**src/sv/audio_abs_stats_and_sample_ring_defines.svh**
```systemverilog
// Assertion macros shared by the sample ring RTL.
`ifndef AUDIO_ABS_STATS_AND_SAMPLE_RING_DEFINES_SVH
`define AUDIO_ABS_STATS_AND_SAMPLE_RING_DEFINES_SVH

`ifndef SYNTHESIS
// Check an implication or expression on every clock edge out of reset.
`define AASR_ASSERT(name, prop) \
    name: assert property (@(posedge i_clk) disable iff (!i_rst_n) prop) \
        else $error("aasr check failed");
// Flag a condition that must never occur.
`define AASR_NEVER(name, cond) \
    name: assert property (@(posedge i_clk) disable iff (!i_rst_n) !(cond)) \
        else $error("aasr forbidden condition");
`else
`define AASR_ASSERT(name, prop)
`define AASR_NEVER(name, cond)
`endif

`endif

```
**src/sv/aasr_pkg.sv**
```systemverilog
package aasr_pkg;

    localparam int SAMPLE_W = 16;
    localparam int SUM_W    = 48;
    localparam int CNT_W    = 32;
    localparam int POS_W    = 32;
    localparam int LIM_W    = 7;
    localparam int Q_DEPTH  = 2;
    localparam int Q_PTR_W  = $clog2(Q_DEPTH);

    typedef enum logic [1:0] {
        OP_PUSH  = 2'd0,
        OP_DRAIN = 2'd1,
        OP_READ  = 2'd2
    } t_op;

    typedef enum logic [1:0] {
        CMD_PUSH,
        CMD_DRAIN,
        CMD_READ
    } t_cmd_kind;

    typedef struct packed {
        t_cmd_kind             kind;
        logic [SAMPLE_W-1:0]   raw;
        logic [SAMPLE_W-1:0]   mag;
        logic [LIM_W-1:0]      limit;
    } t_cmd;

    typedef enum logic [1:0] {
        BS_IDLE,
        BS_PLAN,
        BS_EMIT
    } t_bstate;

endpackage

```
**src/sv/aasr_front.sv**
```systemverilog
module aasr_front #(
    parameter int MAX_BURST = 64
) (
    input  logic                          start,
    output logic                          busy,
    input  logic [1:0]                    i_operation,
    input  logic signed [15:0]            i_sample,
    input  logic [6:0]                    i_max_count,
    input  logic                          i_full,
    output logic                          o_push,
    output aasr_pkg::t_cmd                o_cmd
);
    import aasr_pkg::*;

    localparam logic [LIM_W-1:0] BURST_LIM = LIM_W'(MAX_BURST);

    logic [SAMPLE_W-1:0] raw;
    logic                known;

    assign busy = i_full;
    assign raw  = i_sample;

    always_comb begin
        o_cmd.raw   = raw;
        // two's complement negation gives 32768 for the most negative code
        o_cmd.mag   = raw[SAMPLE_W-1] ? (~raw + SAMPLE_W'(1)) : raw;
        o_cmd.limit = (i_max_count > BURST_LIM) ? BURST_LIM : i_max_count;
        o_cmd.kind  = CMD_PUSH;
        known       = 1'b1;
        case (t_op'(i_operation))
            OP_PUSH:  o_cmd.kind = CMD_PUSH;
            OP_DRAIN: o_cmd.kind = CMD_DRAIN;
            OP_READ:  o_cmd.kind = CMD_READ;
            default:  known      = 1'b0;
        endcase
    end

    // drop unused codes: accepted, no effect
    assign o_push = start & ~i_full & known;

endmodule

```
**config.mk**
```make
export PLATFORM = sky130hd
export DESIGN_NAME = aasr_front
export DESIGN_NICKNAME = d
export VERILOG_FILES = /design/src/sv/audio_abs_stats_and_sample_ring_defines.svh /design/src/sv/aasr_pkg.sv /design/src/sv/aasr_front.sv
export SDC_FILE = /design/constraint.sdc
export NUM_CORES = 1
export LEC_CHECK = 0
export BUFFER_PORTS_ARGS = -buffer_cell sky130_fd_sc_hd__buf_2
export CAP_MARGIN = 20
export CELL_PAD_IN_SITES_DETAIL_PLACEMENT = 2
export CELL_PAD_IN_SITES_GLOBAL_PLACEMENT = 2
export CORE_MARGIN = 2
export CORE_UTILIZATION = 15
export DETAILED_ROUTE_END_ITERATION = 7
export PLACE_DENSITY = 0.95
export SLEW_MARGIN = 20
export SYNTH_ARGS = -nofsm -noshare
export SYNTH_HDL_FRONTEND = slang
export SYNTH_SLANG_ARGS = --single-unit
export TNS_END_PERCENT = 30
```
**constraint.sdc**
```tcl
create_clock -name vclk -period 4.6
set_clock_uncertainty 0.1 [all_clocks]
set_input_delay 0.92 -clock vclk [all_inputs]
set_output_delay 0.92 -clock vclk [all_outputs]
set_load 0.005 [all_outputs]
```
Word-level counts from Yosys, hierarchy flattened:

Index checks and enable logic that the tools add are counted.

* add/subtract/negate cells: 1
* magnitude comparators: 1
* equal/unequal tests: 2
* multiplexer cells: 4
* bitwise operators: 4
* reductions and logical operators: 2

Operator list (count)
* 16-bit by 1-bit adder with 16-bit output (second input constant): 1
* 16-bit 2-to-1 mux: 1
* 16-bit inverter: 1
* 7-bit > comparator (second input constant): 1
* 7-bit 2-to-1 mux: 1
* 2-bit one-hot mux with 2 select lines: 1
* 3-bit OR reduction: 1
* 1-bit bitwise AND: 2
* 2-bit by 1-bit == test with 1-bit output (second input constant): 1
* 2-bit == test (second input constant): 1
* 2-bit logical NOT: 1
* 1-bit 2-to-1 mux: 1
* 1-bit inverter: 1

* bits in registers: 0
* input bits: 27
* output and inout bits: 43
* logic and storage cells: 14

Depth between registers and ports, before layout:

Gate-level depths: netlist (run 1).

* depth in word-level cells: 4
* gate-level depth with buffers: 6
* mapped depth without buffers: 5

Worst setup path before layout (run 1):

Ideal clock, no wire load.

* kind: input to output
* from: in i_sample[1]
* to: out o_cmd[19] (netlist name)
* arrival: 2209 ps
* data required time: 3580 ps
* slack: 1371 ps
* stages: 6
* path buffers: 1
* path through: inv_1 -> ha_1 -> or3b_2 -> clkbuf_1 -> o41ai_1 -> xnor2_1

RTL lines
* start, declared: RTL line aasr_front.sv:7 `input logic signed [15:0] i_sample,`
* end, declared: RTL line aasr_front.sv:11 `output aasr_pkg::t_cmd o_cmd`

==> results.md, run 1 <==
- Outcome: finished, final reports clean
- Maximum clock frequency: between 200 and 300 MHz
- Site row count: 21
- Period utilisation layout: 0.770
- Number of resized instances in the post-cts repair step: 0
- Vias in the first global route: 681
- Sequential share of power: 0
- Total of warnings raised by yosys: 0
- Worst min-delay path category: in2out
- Number of flip-flops and latches: 0
- P per Cell Area: between 90 and 100 mW/mm2
- Die area: ~0.0041 mm2
- Total standard cell area after synthesis: 536 um2
- Number of DRC markers after the initial detailed-route iteration: 17
- Total of clock buffers placed in the layout: 0
- Leading cell types by total area after synthesis: sky130_fd_sc_hd__buf_4 (25%), sky130_fd_sc_hd__xnor2_1 (21%), sky130_fd_sc_hd__nor2b_1 (9.3%)
- Estimated wirelength of the detail-placed design: roughly 1.8 mm
- Height of the chip: ~64 um
- Proportion of synthesized chip area in sequential cells: 0
- Global placer's final weighted congestion: between 0.6 and 0.7
- Syn nets: around 100
- Standard cell area after detailed placement: between 700 and 800 um2
- Largest net degree at the start of global routing: 18
- Final #Nets: ~150
- Cell type with the largest total area after synthesis: sky130_fd_sc_hd__buf_4
- RSZ-0062 raised after global routing: no
- Average cell area after synthesis: 7.34 um2
- Worst Tran Pin Value: between 0.4 and 0.5 ns
- Static Leakage: just under 0.4 nW
- Element type at the critical path start: input port
- Post-layout min period: approximately 3.5 ns
- Type of the worst setup path: in2out
- Core Box Area: 0.00339 mm2
- Proportion of layout cells with a drive suffix above 1: 0.636
- Effective utilization at floorplan: 0.158
- Net switching power of the design: between 0.03 and 0.04 mW
- Top Ports: 70
- Final hold violation count: 0
- Horiz. Die Dim: between 60 and 70 um
- Required time of the worst setup path: about 3.6 ns
- Aggregate negative setup slack: 0 ns
- Count of distinct cell types in the synthesized netlist: 19
- Final Max Slew Viols: 0
- Detail-routed via count per cell: approximately 4.0
- Register area: 0 um2
- Fraction of power consumed by combinational cells: 1.000
- Antenna diode count: 0
- Worst slack at placement: 1.06 ns
- Net Sw Frac: 0.481
- Buffers on Ports: 70
- Via count: 676
- FILL cells: slightly above 400
- Final setup margin: between 1 and 1.5 ns
- Overall routing resource usage: 0.101
- Pre-antenna DRT Iters: 2
- Number of standard cells after synthesis: 73
- Synth top area share: 0.252
- Peak VDD IR: between 0.02 and 0.025 mV
- Final antenna-violating net count: 0
- Post-route design area: roughly 790 um2
- Remaining global-route overflow: 0
- Endpoints failing setup: 0
- Kind of end point of the critical path: output port
- Wire length per cell after detailed routing: roughly 12 um
- Antenna violations before repair: 0
- Internal power component: 0.0389 mW
- Clock share of power: 0
- Slew Limit Headroom: 0.728
- Data arrival at the endpoint of the critical path: 2.52 ns
- Number of buffers inserted for hold repair after clock tree synthesis: 0
- Final routed DRC violation total: 0
- Reported max-cap violation count: 0
- Post-synthesis to final-layout area growth: 48.1%
- Wire length after detailed routing: around 2 mm
- Buffers inserted by post-CTS timing repair: 0
- Maximum fanout encountered on the critical timing path: 6
- First-pass GRT wire length: between 3 and 4 mm
==> path summary, 6_finish.rpt <==
| kind | startpoint | to | slack (ns) | depth (start not counted) |
|---|---|---|---|---|
| worst max-delay path | i_sample[1] | o_cmd[21] | 1.06 | 7 |
| worst min-delay path | i_full | busy | 1.93 | 2 |
==> critical path, cell delays in order <==
cell and delay [ns]:
sky130_fd_sc_hd__buf_2 0.12, sky130_fd_sc_hd__inv_1 0.07, sky130_fd_sc_hd__ha_1 0.15, sky130_fd_sc_hd__or3b_2 0.54, sky130_fd_sc_hd__o41ai_1 0.43, sky130_fd_sc_hd__xnor2_1 0.16, sky130_fd_sc_hd__buf_2 0.13
==> cell usage in the layout, fill, tap and decap left out <==
cell	n
sky130_fd_sc_hd__buf_2	70
sky130_fd_sc_hd__xnor2_1	13
sky130_fd_sc_hd__nand2b_1	1
sky130_fd_sc_hd__nor2b_1	8
sky130_fd_sc_hd__o31ai_1	5
sky130_fd_sc_hd__or3_1	2
sky130_fd_sc_hd__a211oi_1	1
sky130_fd_sc_hd__ha_1	1
sky130_fd_sc_hd__o41ai_1	4
sky130_fd_sc_hd__or4_4	3
sky130_fd_sc_hd__o21ai_0	3
sky130_fd_sc_hd__nand2_1	2
sky130_fd_sc_hd__inv_1	3
sky130_fd_sc_hd__or2_2	1
sky130_fd_sc_hd__or4_1	1
sky130_fd_sc_hd__nor3b_2	1
sky130_fd_sc_hd__or3b_2	1
sky130_fd_sc_hd__or3_2	1
==> synthesized netlist by cell type, drive strengths merged <==
cell    instances
nand2b          1
xnor2          13
nand2           2
or3             3
o41ai           4
ha              1
inv             3
or3b            1
o21ai           3
buf            18
a211oi          1
nor3b           1
or4             4
or2             1
o31ai           5
clkbuf          4
nor2b           8
==> power by group through the flow <==
stage	sequential [mW]	combinational, mW	clock [mW]
global placement	0	0.0747	0
CTS	0	0.0766	0
global route	0	0.0841	0
detailed placement	0	0.0762	0
finish	0	0.0750	0
floorplan	0	0.0405	0
==> per-stage QoR <==
step | utilization | power (mW) | hold WS [ns] | cells
global placement | 0.234 | 0.0747 | 1.92 | 167
CTS | 0.234 | 0.0766 | 1.93 | 167
global route | 0.234 | 0.0841 | 1.94 | 167
detailed placement | 0.234 | 0.0762 | 1.93 | 167
floorplan | - | 0.0405 | 1.76 | 73
finish | 0.234 | 0.0750 | 1.93 | 167
==> final cells by class <==
cell class | instances | area (um2) | area share
repair buffers | 70 | 350 | 0.442
inverters | 3 | 11.3 | 0.0142
multi-input cells | 48 | 374 | 0.472
well taps | 46 | 57.6 | 0.0726
==> cells by family after synthesis <==
group	Yosys count	share of synthesized area
AND/OR/NAND/NOR	21	0.285
XOR/XNOR	13	0.213
AO/OA/AOI/OAI	13	0.178
adder cells (fa/ha/maj)	1	0.0234
buffers and inverters	25	0.301
==> per-layer routing <==
layer | GRT usage | routed length (um) | vias to the layer above
met4 | 0 | 0 | 0
met5 | 0 | 0 | -
met2 | 0.188 | 1050 | 31
met1 | 0.136 | 861 | 310
met3 | 0.00528 | 109 | 0
li1 | - | - | 335
(Power assumes the default switching activity.)
==> run 2, diff against run 1 <==
Settings changed: CORE_UTILIZATION 15 to 13, PLACE_DENSITY 0.95 to 0.88.
Clock period 4.6 ns to 2.9 ns, I/O delays scaled along.
==> run 2 against run 1 <==
  * Routed wire length increased by 7.8%
  * Global-route usage decreased by 1.3 points
  * First-iteration DRC count decreased by 88%
  * Critical path depth increased by 1
==> results.md, run 2 (same netlist as run 1, synthesis figures left out) <==
- Outcome: finished, final reports clean
- Maximum fanout encountered on the critical timing path: 4
- Global placer's final weighted congestion: roughly 0.66
- Wire length after detailed routing: 2.18 mm
- Final #Nets: 156
- Kind of end point of the critical path: output port
- Estimated wirelength of the detail-placed design: 1.97 mm
- Ordered list of cells on the worst path: buf_2 -> inv_1 -> ha_1 -> or3b_2 -> o41ai_2 -> buf_4 -> xnor2_1 -> buf_2
- Period utilisation layout: 0.974
- Overall routing resource usage: 0.0882
- Number of buffers and inverters on the critical path: 4
- Proportion of layout cells with a drive suffix above 1: 0.675
- Antenna diode count: 0
- Antenna violations before repair: 0
- Required time of the worst setup path: between 2 and 2.5 ns
- CP peak stage delay: 0.52 ns
- Standard cell area after detailed placement: 836 um2
- Pre-antenna DRT Iters: 2
- Via count: ~720
- Filler-free cell count of the finished design: about 180
- Worst min-delay path category: in2out
- Horiz. Die Dim: approximately 68 um
- DP Cell Count: ~180
- Worst slack at placement: -0.0230 ns
- Final hold violation count: 0
- Hold WS: about 1.2 ns
- Type of the worst setup path: in2out
- FILL cells: between 400 and 500
- Top Ports: 70
- Final antenna-violating net count: 0
- RSZ-0062 raised after global routing: yes
- Height of the chip: a little under 70 um
- Post-route design area: around 860 um2
- Buffers inserted by post-CTS timing repair: 0
- Most common cell after layout, fill and taps aside: sky130_fd_sc_hd__buf_2
- Post-synthesis to final-layout area growth: 59.8%
- Static Leakage: approximately 0.43 nW
- Register area: 0 um2
- Number of buffers inserted for hold repair after clock tree synthesis: 0
- Slew Limit Headroom: 0.736
- Remaining global-route overflow: 0
- Final setup margin: 0.0741 ns
- Wire length per cell after detailed routing: between 10 and 15 um
- Die area: between 0.004 and 0.005 mm2
- Buffers on Ports: 70
- CP top delay family: simple AND/OR/NAND/NOR gates
- Element type at the critical path start: input port
- Vias in the first global route: about 740
- Number of DRC markers after the initial detailed-route iteration: 2
- First-pass GRT wire length: between 3 and 4 mm
- Final routed DRC violation total: 0
- Peak VDD IR: just under 0.03 mV
- Largest net degree at the start of global routing: 18
- Crit-path most repeated cell: sky130_fd_sc_hd__buf_2
- Worst Tran Pin Value: approximately 0.39 ns
- Site row count: 23
- Multi-input logic area: 394 um2
- Data arrival at the endpoint of the critical path: between 2 and 2.5 ns
- Maximum clock frequency: 354 MHz
- Cell with the biggest individual delay on the critical path: sky130_fd_sc_hd__or3b_2
- Total of clock buffers placed in the layout: 0
- P per Cell Area: around 150 mW/mm2
- Reported max-cap violation count: 0
- Final Max Slew Viols: 0
- Effective utilization at floorplan: 0.135
- Endpoints failing setup: 0
- Core Box Area: approximately 0.0040 mm2
- Commonest non-fill, non-tap cells in the layout: sky130_fd_sc_hd__buf_2 (70), sky130_fd_sc_hd__xnor2_1 (13), sky130_fd_sc_hd__nor2b_1 (8)
- Post-layout min period: ~2.8 ns
- Detail-routed via count per cell: just over 4
- Number of flip-flops and latches: 0
==> run 2: worst paths after layout <==
path | to | startpoint | cells past startpoint | slack, ns
setup / recovery | o_cmd[19] | i_sample[1] | 8 | 0.07
hold / removal | busy | i_full | 2 | 1.24
==> run 2: stage by stage <==
stage / total power, mW / TNS, ns / util
after floorplan: 0.0642 / 0 / -
after global placement: 0.124 / -0.0112 / 0.210
after detailed placement: 0.128 / -0.0230 / 0.210
after CTS: 0.129 / 0 / 0.212
after global routing: 0.144 / -0.0558 / 0.216
final: 0.127 / 0 / 0.216
==> run 2: power by group <==
group          leakage [nW]  switching, mW  total (mW)  internal, mW
logic                 0.427         0.0609       0.127        0.0665
registers                 0              0           0             0
clock network             0              0           0             0
==> run 2: what timing repair did <==
| action | CTS | global route |
|---|---|---|
| gates resized for setup | 1 | 2 |
| cloned | 0 | 0 |
| endpoints found under the setup margin | 1 | 3 |
==> run 2: metal layers <==
| metal | vias up | GRT usage | share of wire |
|---|---|---|---|
| met2 | 41 | 0.174 | 0.55 |
| met5 | - | 0 | 0 |
| met4 | 0 | 0.00750 | 0.0064 |
| met3 | 2 | 0.00987 | 0.087 |
| met1 | 337 | 0.104 | 0.36 |
| li1 | 342 | - | - |
==> run 2: area by class of cell <==
cell class | count | share of cell area
Tap cell | 50 | 0.0731
Multi-Input combinational cell | 48 | 0.461
Timing Repair Buffer | 75 | 0.453
Inverter | 3 | 0.0132
