`src/sv/audio_abs_stats_and_sample_ring_defines.svh`:
```
// Assertion macros shared by the sample ring RTL.
`ifndef AUDIO_ABS_STATS_AND_SAMPLE_RING_DEFINES_SVH
`define AUDIO_ABS_STATS_AND_SAMPLE_RING_DEFINES_SVH

`ifndef SYNTHESIS
// Check an implication or expression on every clock edge out of reset.
`define AASR_ASSERT(name, prop) \
    name: assert property (@(posedge i_clk) disable iff (!i_rst_n) prop) \
        else $error("aasr check failed");
// Flag a condition that must never occur.
`define AASR_NEVER(name, cond) \
    name: assert property (@(posedge i_clk) disable iff (!i_rst_n) !(cond)) \
        else $error("aasr forbidden condition");
`else
`define AASR_ASSERT(name, prop)
`define AASR_NEVER(name, cond)
`endif

`endif

```
`src/sv/aasr_pkg.sv`:
```
package aasr_pkg;

    localparam int SAMPLE_W = 16;
    localparam int SUM_W    = 48;
    localparam int CNT_W    = 32;
    localparam int POS_W    = 32;
    localparam int LIM_W    = 7;
    localparam int Q_DEPTH  = 2;
    localparam int Q_PTR_W  = $clog2(Q_DEPTH);

    typedef enum logic [1:0] {
        OP_PUSH  = 2'd0,
        OP_DRAIN = 2'd1,
        OP_READ  = 2'd2
    } t_op;

    typedef enum logic [1:0] {
        CMD_PUSH,
        CMD_DRAIN,
        CMD_READ
    } t_cmd_kind;

    typedef struct packed {
        t_cmd_kind             kind;
        logic [SAMPLE_W-1:0]   raw;
        logic [SAMPLE_W-1:0]   mag;
        logic [LIM_W-1:0]      limit;
    } t_cmd;

    typedef enum logic [1:0] {
        BS_IDLE,
        BS_PLAN,
        BS_EMIT
    } t_bstate;

endpackage

```
`src/sv/aasr_cmd_queue.sv`:
```
module aasr_cmd_queue (
    input  logic              i_clk,
    input  logic              i_rst_n,
    input  logic              i_push,
    input  aasr_pkg::t_cmd    i_cmd,
    input  logic              i_pop,
    output aasr_pkg::t_cmd    o_head,
    output logic              o_head_valid,
    output logic              o_full
);
    import aasr_pkg::*;

    t_cmd               r_slot [Q_DEPTH];
    logic [Q_PTR_W-1:0] r_wr_ptr, n_wr_ptr;
    logic [Q_PTR_W-1:0] r_rd_ptr, n_rd_ptr;
    logic [Q_PTR_W:0]   r_fill,   n_fill;
    logic               do_pop;

    assign do_pop       = i_pop & (r_fill != '0);
    assign o_head       = r_slot[r_rd_ptr];
    assign o_head_valid = (r_fill != '0);
    assign o_full       = (r_fill == (Q_PTR_W+1)'(Q_DEPTH));

    always_comb begin
        n_wr_ptr = r_wr_ptr;
        n_rd_ptr = r_rd_ptr;
        n_fill   = r_fill;
        if (i_push) begin
            n_wr_ptr = r_wr_ptr + Q_PTR_W'(1);
        end
        if (do_pop) begin
            n_rd_ptr = r_rd_ptr + Q_PTR_W'(1);
        end
        case ({i_push, do_pop})
            2'b10:   n_fill = r_fill + (Q_PTR_W+1)'(1);
            2'b01:   n_fill = r_fill - (Q_PTR_W+1)'(1);
            default: n_fill = r_fill;
        endcase
    end

    always_ff @(posedge i_clk) begin
        if (!i_rst_n) begin
            r_wr_ptr <= '0;
            r_rd_ptr <= '0;
            r_fill   <= '0;
        end else begin
            r_wr_ptr <= n_wr_ptr;
            r_rd_ptr <= n_rd_ptr;
            r_fill   <= n_fill;
        end
    end

    always_ff @(posedge i_clk) begin
        if (i_push) begin
            r_slot[r_wr_ptr] <= i_cmd;
        end
    end

endmodule

```
`config.mk`:
```
export PLATFORM = sky130hd
export DESIGN_NAME = aasr_cmd_queue
export DESIGN_NICKNAME = d
export VERILOG_FILES = /design/src/sv/audio_abs_stats_and_sample_ring_defines.svh /design/src/sv/aasr_pkg.sv /design/src/sv/aasr_cmd_queue.sv
export SDC_FILE = /design/constraint.sdc
export NUM_CORES = 1
export LEC_CHECK = 0
export BUFFER_PORTS_ARGS = -buffer_cell sky130_fd_sc_hd__clkbuf_2
export CAP_MARGIN = 20
export CORE_UTILIZATION = 30
export CTS_CLUSTER_DIAMETER = 200
export DETAILED_ROUTE_END_ITERATION = 12
export PLACE_DENSITY_LB_ADDON = 0.1
export SYNTH_ARGS = -nofsm -noshare
export SYNTH_HDL_FRONTEND = slang
export SYNTH_SLANG_ARGS = --single-unit
```
`constraint.sdc`:
```
create_clock -name i_clk -period 2.43 [get_ports i_clk]
set_input_delay 0.243 -clock i_clk [delete_from_list [all_inputs] [get_ports i_clk]]
set_output_delay 0.243 -clock i_clk [all_outputs]
set_load 0.02 [all_outputs]
```
Yosys cells after proc, flatten, opt, wreduce, memory -nomap -nowiden
Memories as Yosys holds them, arrays and structs flattened. A register that Yosys moved wholly into a read port is not among the register bits.
Cells that the tools add are included.

operators by class
  $add $sub $neg = 4
  equal/unequal tests = 3
  muxes and demuxes = 5
  bitwise logic cells = 1
  reductions and logical operators = 2

operators with widths
  cell                                                 number
  equality test 2 bit, second input constant           2
  2-to-1 mux 1 bit                                     4
  case mux 2 bit (2 select lines)                      1
  nonzero test 2 bit                                   2
  adder 1 bit, second input constant                   2
  adder 2 x 1 -> 2 bit, second input constant          1
  equality test 2 x 1 -> 1 bit, second input constant  1
  subtractor 2 x 1 -> 2 bit, second input constant     1
  bitwise AND 1 bit                                    1

word-level totals
  register bits after elaboration = 4
  RAM bits = 82
  input bits = 45
  output and inout port bits = 43
  logic and storage cells = 19
  memories = 1

memory list
  memory  depth  width  read ports  clocked after Yosys merged registers in  wr ports  line                  source
  r_slot  2      41     1           1                                        1         aasr_cmd_queue.sv:13  t_cmd r_slot [Q_DEPTH];

Logic depth before layout (Yosys ltp)
Gate-level depths: netlist of the first run.

  word-level depth = 4
  gate-level depth with buffers = 5
  depth with buffers taken out = 5

Worst setup path after synthesis of the first run
Ideal clock, no wire load.

  path type = flip-flop to flip-flop
  start = register r_wr_ptr
  end = memory r_slot[0][0] (netlist bit), enable pin
  library setup time = 442 ps
  arrival = 2,066 ps
  data required time = 1,988 ps
  slack = -77 ps
  stages on the path, launching flop included = 2
  buffers on the path = 0
  clock period less this slack = 2,507 ps
  path through = dfxtp_1 > nor2_1

RTL lines
  element                 line                  source
  from (decl)             aasr_cmd_queue.sv:14  logic [Q_PTR_W-1:0] r_wr_ptr, n_wr_ptr;
  from (signal assigned)  aasr_cmd_queue.sv:47  r_wr_ptr <= n_wr_ptr;
  to (decl)               aasr_cmd_queue.sv:13

No word-level cell before the write port.

==> metrics.md, run 1 <==
| Metric | Value |
|---|---|
| Wire per inst | 15.2 um |
| Remaining DRCs | 0 |
| Vias per cell | 4.29 |
| Total Wirelength | 5930 um |
| Slowest-stage cell, CP | dfxtp_2 |
| Crit end category | primary output |
| Maximum vdd drop | 0.358 mV |
| Sequential Area | 0.00256 mm2 |
| Post-CTS resize count | 0 |
| Met1 wire length | 2480 um |
| Largest net degree at the start of global routing | 29 |
| Highest metal used | met4 |
| Worst Clk Skew | 0.00820 ns |
| CORE AREA | 0.0103 mm2 |
| Worst R2R Path Depth | 4 |
| #FFs+latches synth | 87 |
| Non-Filler Instances | 389 |
| Port buffer count | 87 |
| Worst Hold Depth | 1 |
| Clock Path Buffers | 2 |
| Yosys warns | 0 |
| HPWL Detailed | 3870 um |
| Crit-path max FO | 27 |
| Synthesized cell area | 0.00317 mm2 |
| 1st-pass router iterations | 4 |
| Initial antenna violation count | 0 |
| Layout Nets | 294 |
| Fmax | 0.509 GHz |
| Post-route setup slack | 0.466 ns |
| Share of cells above drive strength 1 | 59.7% |
| Max Slew Vio Count | 0 |
| CP Class | reg -> out |
| Clock latency on the worst-skew pair | 0.35 ns |
| Root Driver | clkbuf_8 |
| Slew margin rel. | 72.6% |
| Clock Sinks | 87 |
| I/O pin cnt | 88 |
| Via count | 1,667 |
| Final setup TNS | 0 ns |
| Clk slew on worst S/H paths | 0.09 ns |
| Ant. Diodes | 0 |
| Buf/Inv on CP | 2 |
| Postcts setup bufs | 0 |
| Initial Util | 30.9% |
| Crit path max-delay family | flip-flops |
| Placed cells | 373 |
| Worst path cell trace | buf_12, mux2_2, clkbuf_2 |
| Final ANT Viol Nets | 0 |
| Arr. time, crit path | 1.72 ns |
| Die Span Y | 105 um |
| Synth unique cells | 17 |
| Placed cell area | 0.00382 mm2 |
| Pre-CTS setup slack | 0.791 ns |
| Period Utilization, post-route | 80.8% |
| Setup Viol. Count Final | 0 |
| # fillers | 1,013 |
| Multi-input gate area | 593 um2 |
| Critical Path RT | 2.19 ns |
| Outcome | complete, no violations |
| Syn Nets | 197 |
| Leakage Power | 1.51 nW |
| CTS H-tree depth | 3 |
| Die area | 0.0110 mm2 |
| Core Rows | 37 |
| Mapped Cells | 151 |
| Grt total ovfl | 0 |
| Final Cell Area | 0.00406 mm2 |
| Crit path largest cell delay | 0.59 ns |
| Vias in the first global route | 1,766 |
| Min-Delay Path Class | in -> reg |
| Met2 wire len | 3010 um |
| Met3 Wirelength | 338 um |
| Mean post-synth cell area | 21.0 um2 |
| First-pass GRT wire length | 9120 um |
| TritonCTS clock tree | yes |
| Gpl congestion | 0.663 |
| Slew @ Worst Pin | 0.411 ns |
| CP Launch Type | register |
| Fin crit period | 1.96 ns |
| Sequential cell area fraction in the yosys report | 80.7% |
| Hold buffer count at CTS | 0 |
| Die X | 105 um |
| Num CTS Buffers | 9 |
| Area Overhead vs Synth | 27.8% |
| GRT Total Usage | 11.5% |
| Unrepaired setup endpoints after global routing | no |
| DRT iter0 DRCs | 31 |
| Max cap viols | 0 |
| Critical path depth in cells | 3 |
| Power per cell area | 967 mW/mm2 |
| Count of final hold-check violations | 0 |
-- cell families (layout without fill, tap and decap cells) --
group	after synthesis	in the layout	synth area share (%)
flops	87	87	80.7
fa+ha+maj	1	1	0.394
compound gates	4	4	0.867
simple gates	9	9	1.77
mux	41	41	14.5
xor+xnor	3	3	0.828
buf+inv	6	108	0.867
-- registers in the layout, indices dropped and copies added (netlist names), named ones only --
signal / flops
r_fill: 2
r_rd_ptr: 1
r_slot: 82
r_wr_ptr: 1
-- cell usage in the layout, fill, tap and decap left out --
master	count
o21a_1	2
nor2b_1	3
and2b_2	1
inv_1	1
edfxtp_1	82
mux2_2	41
clkbuf_8	9
or2_2	1
clkbuf_2	87
buf_12	2
clkinvlp_4	2
xnor2_1	3
clkinv_1	1
o21ai_0	1
ha_1	1
a21boi_1	1
or3_1	1
and2_2	1
buf_4	2
dfxtp_2	1
nor2_4	1
bufinv_16	3
dfxtp_1	4
and2_1	1
clkbuf_1	1
-- per-stage QoR --
step | utilization (%) | power, W | hold slack, ns
6_report | 39.5 | 0.00392 | 0.0767
5_1_grt | 39.5 | 0.00410 | 0.0478
4_1_cts | 39.5 | 0.00399 | 0.0579
3_5_place_dp | 37.2 | 0.00281 | 0.436
3_3_place_gp | 37.2 | 0.00281 | 0.432
2_1_floorplan | - | 0.00249 | 0.342
-- final timing paths --
| kind | start | endpoint | slack (ns) |
|---|---|---|---|
| worst max-delay path | register | o_head[15] | 0.47 |
| worst min-delay path | i_cmd[33] | r_slot[1][33]$_DFFE_PP_ | 0.08 |
| worst max register to register | r_fill[0]$_SDFFE_PN0P_ | r_fill[1]$_SDFFE_PN0P_ | 0.97 |
| worst min register to register | r_fill[1]$_SDFFE_PN0P_ | r_fill[1]$_SDFFE_PN0P_ | 0.53 |
-- Yosys cell counts --
master    count  area (um2)
o21a_1        2        15.0
inv_1         1        3.75
ha_1          1        12.5
edfxtp_1     82        2460
clkbuf_1      1        3.75
buf_2         4        20.0
dfxtp_1       5         100
nor2_1        1        3.75
xnor2_1       3        26.3
and2_1        2        12.5
and2b_2       1        8.76
a21boi_1      1        7.51
nor2b_1       3        18.8
o21ai_0       1        5.00
mux2_2       41         462
or3_1         1        6.26
or2_2         1        6.26
-- layout make-up --
class | instances | share of cell area (%)
clock buffers | 10 | 3.15
repair buffers | 91 | 12.1
multi-input cells | 58 | 14.6
flip-flops and latches | 87 | 63.2
inverters | 1 | 0.0925
clock inverters | 6 | 2.68
well taps | 136 | 4.19
-- metal layers --
metal  vias up  track usage (%)
li1        776                -
met1       832             13.0
met2        50             19.4
met3         9             3.74
met4         0             5.73
met5         -                0
-- power breakdown --
group          internal [W]  leakage [nW]  switching (W)  total [W]
Sequential          0.00175         0.811      0.0000750    0.00182
Combinational      0.000424         0.591       0.000509   0.000933
Clock              0.000680         0.110       0.000490    0.00117
(Power assumes the default switching activity.)
==> inputs of run 2 (changes only) <==
==> constraint.sdc (replaced) <==
create_clock -name i_clk -period 1.65 [get_ports i_clk]
set_input_delay 0.165 -clock i_clk [delete_from_list [all_inputs] [get_ports i_clk]]
set_output_delay 0.165 -clock i_clk [all_outputs]
set_load 0.02 [all_outputs]
==> metrics.md, run 2 (synthesis gave the netlist of run 1 again) <==
| Metric | Value |
|---|---|
| Outcome | complete, no violations |
| Remaining DRCs | 0 |
| Crit path largest cell delay | 0.42 ns |
| Via count | 1,833 |
| Worst path cell trace | buf_12, clkbuf_16, mux2_4, buf_6 |
| HPWL Detailed | 3650 um |
| Area Overhead vs Synth | 45.6% |
| Count of final hold-check violations | 0 |
| Hold path start | i_cmd[35] |
| Finished Core Util | 45.0% |
| Ant. Diodes | 0 |
| Slew @ Worst Pin | 0.331 ns |
| Post-route setup slack | 0.00802 ns |
| Maximum vdd drop | 0.479 mV |
| Initial antenna violation count | 0 |
| Core Rows | 37 |
| Critical Path RT | 1.48 ns |
| Vias per cell | 4.19 |
| Arr. time, crit path | 1.48 ns |
| Setup Viol. Count Final | 0 |
| TritonCTS clock tree | yes |
| Placed cells | 375 |
| Pre-CTS setup slack | 0.214 ns |
| Initial Util | 30.9% |
| Share of cells above drive strength 1 | 51.8% |
| I/O pin cnt | 88 |
| Total Wirelength | 6240 um |
| Pwr Total | 0.00584 W |
| First-pass GRT wire length | 9400 um |
| Setup slack, reg-to-reg | 0.22 ns |
| Crit end category | primary output |
| Biggest register | r_slot |
| CORE AREA | 0.0103 mm2 |
| Fin crit period | 1.64 ns |
| FF-to-FF Start | r_fill[0]$_SDFFE_PN0P_ |
| Placed cell area | 0.00384 mm2 |
| Highest-count cells in the layout ignoring fill and taps | 82 x edfxtp_1, 68 x clkbuf_2, 40 x dlygate4sd3_1 |
| Sequential Area | 0.00257 mm2 |
| R2R Path End | r_fill[1]$_SDFFE_PN0P_ |
| Num CTS Buffers | 9 |
| Clock Path Buffers | 2 |
| Min-Delay Path Class | in -> reg |
| Slowest-stage cell, CP | dfxtp_4 |
| Worst Clk Skew | 0.00751 ns |
| Unrepaired setup endpoints after global routing | yes |
| Multi-input gate area | 634 um2 |
| Worst Hold Depth | 1 |
| Non-Filler Instances | 437 |
| Clk slew on worst S/H paths | 0.07 ns |
| Power per cell area | 1260 mW/mm2 |
| Hold EP | r_slot[1][35]$_DFFE_PP_ |
| Port buffer count | 87 |
| Leakage Power | 1.77 nW |
| Slew margin rel. | 78.0% |
| Largest net degree at the start of global routing | 24 |
| Grt total ovfl | 0 |
| Vias in the first global route | 1,899 |
| Biggest regs | r_slot: 82 flops, r_fill: 2 flops |
| Largest register FFs | 82 |
| Die area | 0.0110 mm2 |
| Worst R2R Path Depth | 4 |
| Die X | 105 um |
| Layout Nets | 342 |
| Die Span Y | 105 um |
| CP Launch Type | register |
| Max Slew Vio Count | 0 |
| DRT iter0 DRCs | 31 |
| Root Driver | clkbuf_8 |
| Final ANT Viol Nets | 0 |
| GRT Total Usage | 11.4% |
| Clock latency on the worst-skew pair | 0.34 ns |
| Period Utilization, post-route | 99.5% |
| CTS H-tree depth | 3 |
| Most common cell after layout, fill and taps aside | edfxtp_1 |
| # fillers | 968 |
| Wire per inst | 14.3 um |
| 1st-pass router iterations | 3 |
| Fmax | 0.609 GHz |
| Crit-path max FO | 6 |
| Clock Sinks | 87 |
| Gpl congestion | 0.656 |
| Max cap viols | 0 |
| CP Class | reg -> out |
| Final Cell Area | 0.00462 mm2 |
[run 2: cell count changes in the layout (fill, tap and decap cells not counted), sizes merged]
cell	delta
buf	+26
bufinv	-3
clkbuf	-13
clkinvlp	-2
dlygate4sd3	+40
[run 2: layer usage]
metal / track usage (%) / part of all wire (%) / vias to the layer above
met3: 4.43 / 5.4 / 6
met4: 4.83 / 1.4 / 0
met2: 18.3 / 49 / 48
met5: 0 / 0 / -
met1: 13.5 / 45 / 902
li1: - / - / 877
[run 2: power by group]
| group | switching, W | internal, W |
|---|---|---|
| logic | 0.000886 | 0.000993 |
| registers | 0.0000816 | 0.00258 |
| clock network | 0.000678 | 0.000629 |
| total | 0.00165 | 0.00420 |
[run 2: worst max path at each step]
stage	end	start	slack [ns]
floorplan	r_slot[0][0]$_DFFE_PP_	r_wr_ptr$_SDFFE_PN0P_	0.28
global placement	r_fill[1]$_SDFFE_PN0P_	r_fill[0]$_SDFFE_PN0P_	0.26
detailed placement	r_fill[1]$_SDFFE_PN0P_	r_fill[0]$_SDFFE_PN0P_	0.21
CTS	o_head[36]	register	-0.05
global route	o_head[14]	register	-0.05
finish	o_head[14]	register	0.008
[run 2: timing repair]
action / CTS / global route
endpoints found under the hold margin: 80 / 0
cloned: 0 / 2
setup buffers: 0 / 4
setup endpoints to repair: 36 / 31
hold buffers: 40 / 0
resized for setup: 1 / 62
[run 2: layout make-up]
cell class | instances | share of cell area (%)
inverters | 1 | 0.0812
flip-flops and latches | 87 | 55.5
clock buffers | 15 | 3.60
multi-input cells | 58 | 13.7
well taps | 136 | 3.68
repair buffers | 139 | 23.3
clock inverters | 1 | 0.0812
[run 2: critical path, delay by kind of cell, from the launching register on]
| kind | cells | cell delay [ns] |
|---|---|---|
| muxes | 1 | 0.31 |
| buffers and inverters | 3 | 0.40 |
| DFF | 1 | 0.42 |
[run 2: metrics by stage]
step           hold slack (ns)  TNS (ns)
2_1_floorplan            0.264         0
3_3_place_gp             0.355         0
3_5_place_dp             0.357         0
4_1_cts                0.00117    -0.738
5_1_grt                0.00545    -0.471
6_report                0.0333         0
==> inputs of run 3 (changes only) <==
--- a/config.mk
+++ b/config.mk
@@ -5,11 +5,14 @@
 export SDC_FILE = /design/constraint.sdc
 export NUM_CORES = 1
 export LEC_CHECK = 0
+export ABC_AREA = 1
 export BUFFER_PORTS_ARGS = -buffer_cell sky130_fd_sc_hd__clkbuf_2
 export CAP_MARGIN = 20
 export CORE_UTILIZATION = 30
 export CTS_CLUSTER_DIAMETER = 200
 export DETAILED_ROUTE_END_ITERATION = 12
+export GPL_ROUTABILITY_DRIVEN = 0
+export HOLD_SLACK_MARGIN = 0.12
 export PLACE_DENSITY_LB_ADDON = 0.1
 export SYNTH_ARGS = -nofsm -noshare
 export SYNTH_HDL_FRONTEND = slang
==> metrics.md, run 3 <==
| Metric | Value |
|---|---|
| CP Launch Type | register |
| Crit end category | primary output |
| Largest register FFs | 82 |
| Clock Sinks | 87 |
| Non-Filler Instances | 453 |
| Die Span Y | 108 um |
| CTS H-tree depth | 3 |
| Hold EP | r_rd_ptr$_SDFFE_PN0P_ |
| Vias in the first global route | 1,897 |
| Setup Viol. Count Final | 0 |
| DRT iter0 DRCs | 59 |
| Mean post-synth cell area | 20.7 um2 |
| 1st-pass router iterations | 4 |
| Slew @ Worst Pin | 0.366 ns |
| Max Slew Vio Count | 0 |
| Main synth FF type | edfxtp_1 |
| Mapped Cells | 164 |
| Final Cell Area | 0.00477 mm2 |
| Ranking of synthesized cells by area | edfxtp_1 72%, mux2_4 18%, dfxtp_1 2.9% |
| Logic pwr share | 17.6% |
| Critical path depth in cells | 3 |
| Largest net degree at the start of global routing | 25 |
| TritonCTS clock tree | yes |
| Internal Power | 0.00419 W |
| Placed cells | 392 |
| Fin crit period | 1.58 ns |
| I/O pin cnt | 88 |
| Area Overhead vs Synth | 40.4% |
| Setup slack, reg-to-reg | 0.37 ns |
| Share of cells above drive strength 1 | 48.2% |
| Root Driver | clkbuf_16 |
| Synth unique cells | 15 |
| Die X | 108 um |
| Crit path largest cell delay | 0.42 ns |
| Seq pwr share | 47.6% |
| Switch share | 23.4% |
| Clock Path Buffers | 2 |
| CORE AREA | 0.0109 mm2 |
| Sequential cell area fraction in the yosys report | 75.3% |
| Arr. time, crit path | 1.42 ns |
| Ant. Diodes | 0 |
| HPWL Detailed | 3760 um |
| Critical Path RT | 1.48 ns |
| Crit path max-delay family | flip-flops |
| Worst Hold Depth | 4 |
| R2R Path End | r_fill[1]$_SDFFE_PN0P_ |
| Fmax | 0.632 GHz |
| Slowest-stage cell, CP | dfxtp_4 |
| Vias per cell | 4.09 |
| Async SR Flop Fraction | 0% |
| Min-Delay Path Class | in -> reg |
| FF-to-FF Start | r_fill[1]$_SDFFE_PN0P_ |
| Clock share of power | 34.8% |
| Area leader, netlist | edfxtp_1 |
| Layout Nets | 354 |
| Port buffer count | 87 |
| Crit-path max FO | 12 |
| Slew margin rel. | 75.6% |
| Multi-input gate area | 732 um2 |
| First-pass GRT wire length | 9180 um |
| Period Utilization, post-route | 95.8% |
| Maximum vdd drop | 0.563 mV |
| Biggest regs | r_slot: 82 flops, r_fill: 2 flops |
| Outcome | complete, no violations |
| Worst Clk Skew | 0.00267 ns |
| Unrepaired setup endpoints after global routing | yes |
| Switching pwr | 0.00128 W |
| Initial Util | 31.1% |
| Yosys warns | 0 |
| Placed cell area | 0.00401 mm2 |
| EDFF count, synth | 82 |
| Worst R2R Path Depth | 7 |
| Syn Nets | 210 |
| Num CTS Buffers | 9 |
| Wire per inst | 13.6 um |
| Final ANT Viol Nets | 0 |
| Core Rows | 38 |
| Total Wirelength | 6140 um |
| Power per cell area | 1150 mW/mm2 |
| Sequential Area | 0.00257 mm2 |
| Biggest register | r_slot |
| Remaining DRCs | 0 |
| Via count | 1,854 |
| Most common cell after layout, fill and taps aside | clkbuf_2 |
| Grt total ovfl | 0 |
| Max cap viols | 0 |
| GRT Total Usage | 10.8% |
| Worst path cell trace | buf_12, mux2_2, buf_2 |
| CP Class | reg -> out |
| #FFs+latches synth | 87 |
| Count of final hold-check violations | 0 |
| Buf/Inv on CP | 2 |
| Hold path start | i_pop |
| # fillers | 1,022 |
| Die area | 0.0118 mm2 |
| Postcts setup bufs | 0 |
| Synth top area share | 72.4% |
| Leakage Power | 1.93 nW |
| Clk slew on worst S/H paths | 0.06 ns |
| Highest-count cells in the layout ignoring fill and taps | 86 x clkbuf_2, 82 x edfxtp_1, 43 x dlygate4sd3_1 |
| Top post-synthesis cells by count | 82 x edfxtp_1, 40 x mux2_4, 11 x nor2_1 |
| Synthesized cell area | 0.00340 mm2 |
| Clock latency on the worst-skew pair | 0.33 ns |
| Initial antenna violation count | 0 |
| Most frequent cell after synthesis | edfxtp_1 |
==> run 3: cell count changes in the layout (fill, tap and decap cells not counted), moves of 8 or more <==
cell | previous run | this run
clkbuf_2 | 68 | 86
clkbuf_16 | 1 | 11
nand2_1 | 0 | 8
mux2_2 | 30 | 1
nor2_1 | 0 | 10
buf_4 | 12 | 3
mux2_4 | 11 | 40
buf_6 | 12 | 0
clkbuf_8 | 11 | 0
==> run 3: cell families (layout without fill, tap and decap cells) <==
logic type,count (synthesis),in the layout,share of synthesized area [%]
AOI/OAI and AO/OA,3,3,0.515
adders and majority gates,1,1,0.368
buffers and inverters,11,160,3.35
DFF,87,87,75.3
muxes,41,41,18.0
and+or+nand+nor,21,21,2.43
==> run 3: worst reg2reg max path: cells and delay by family (launching register included) <==
kind	cells	cell delay [ns]
simple gates	4	0.26
buf+inv	1	0.08
compound gates	1	0.22
flops	1	0.34
fa+ha+maj	1	0.31
==> run 3: cell type report <==
type                       instances  area share (%)
tap                              140            3.67
multi-input combinational         66            15.3
timing repair buffer             138            20.9
inverter                           6           0.472
clock inverter                     6            1.07
sequential                        87            53.7
clock buffer                      10            4.80
==> run 3: power by group through the flow <==
| stage | combinational [W] | clock (W) | sequential (W) |
|---|---|---|---|
| after CTS | 0.000956 | 0.00198 | 0.00260 |
| after floorplan | 0.000639 | 0 | 0.00263 |
| after global routing | 0.00104 | 0.00209 | 0.00261 |
| after global placement | 0.000869 | 0 | 0.00264 |
| final | 0.000964 | 0.00190 | 0.00260 |
| after detailed placement | 0.000872 | 0 | 0.00264 |
==> run 3: routing by layer <==
layer / vias up / part of all wire [%] / GRT usage (%) / wire length [um]
li1: 910 / - / - / -
met2: 43 / 50 / 17.4 / 3070
met5: - / 0 / 0 / 0
met4: 0 / 1.3 / 5.21 / 80
met1: 894 / 44 / 13.0 / 2720
met3: 7 / 4.5 / 3.56 / 275
==> run 3: worst max path at each step <==
| stage | startpoint | end | slack, ns |
|---|---|---|---|
| floorplan | r_wr_ptr$_SDFFE_PN0P_ | r_slot[1][0]$_DFFE_PP_ | -0.01 |
| global placement | register | o_head[23] | 0.38 |
| detailed placement | register | o_head[23] | 0.38 |
| CTS | register | o_head[23] | 0.01 |
| global route | register | o_head[23] | 0.004 |
| finish | register | o_head[23] | 0.07 |
==> run 3: per-stage QoR <==
step	hold WS, ns	setup TNS [ns]	worst slack [ns]	power, W	util [%]
3_3_place_gp	0.355	0	0.376	0.00351	36.7
3_5_place_dp	0.358	0	0.378	0.00352	36.7
2_1_floorplan	0.264	-0.410	-0.00999	0.00327	-
5_1_grt	0.187	0	0.00382	0.00575	43.7
4_1_cts	0.144	0	0.00994	0.00553	43.2
6_report	0.167	0	0.0685	0.00547	43.7
==> run 3: repair_timing <==
action	4_1_cts	5_1_grt
endpoints found under the setup margin	0	2
endpoints found under the hold margin	86	0
resized for setup	0	2
hold buffers	43	0
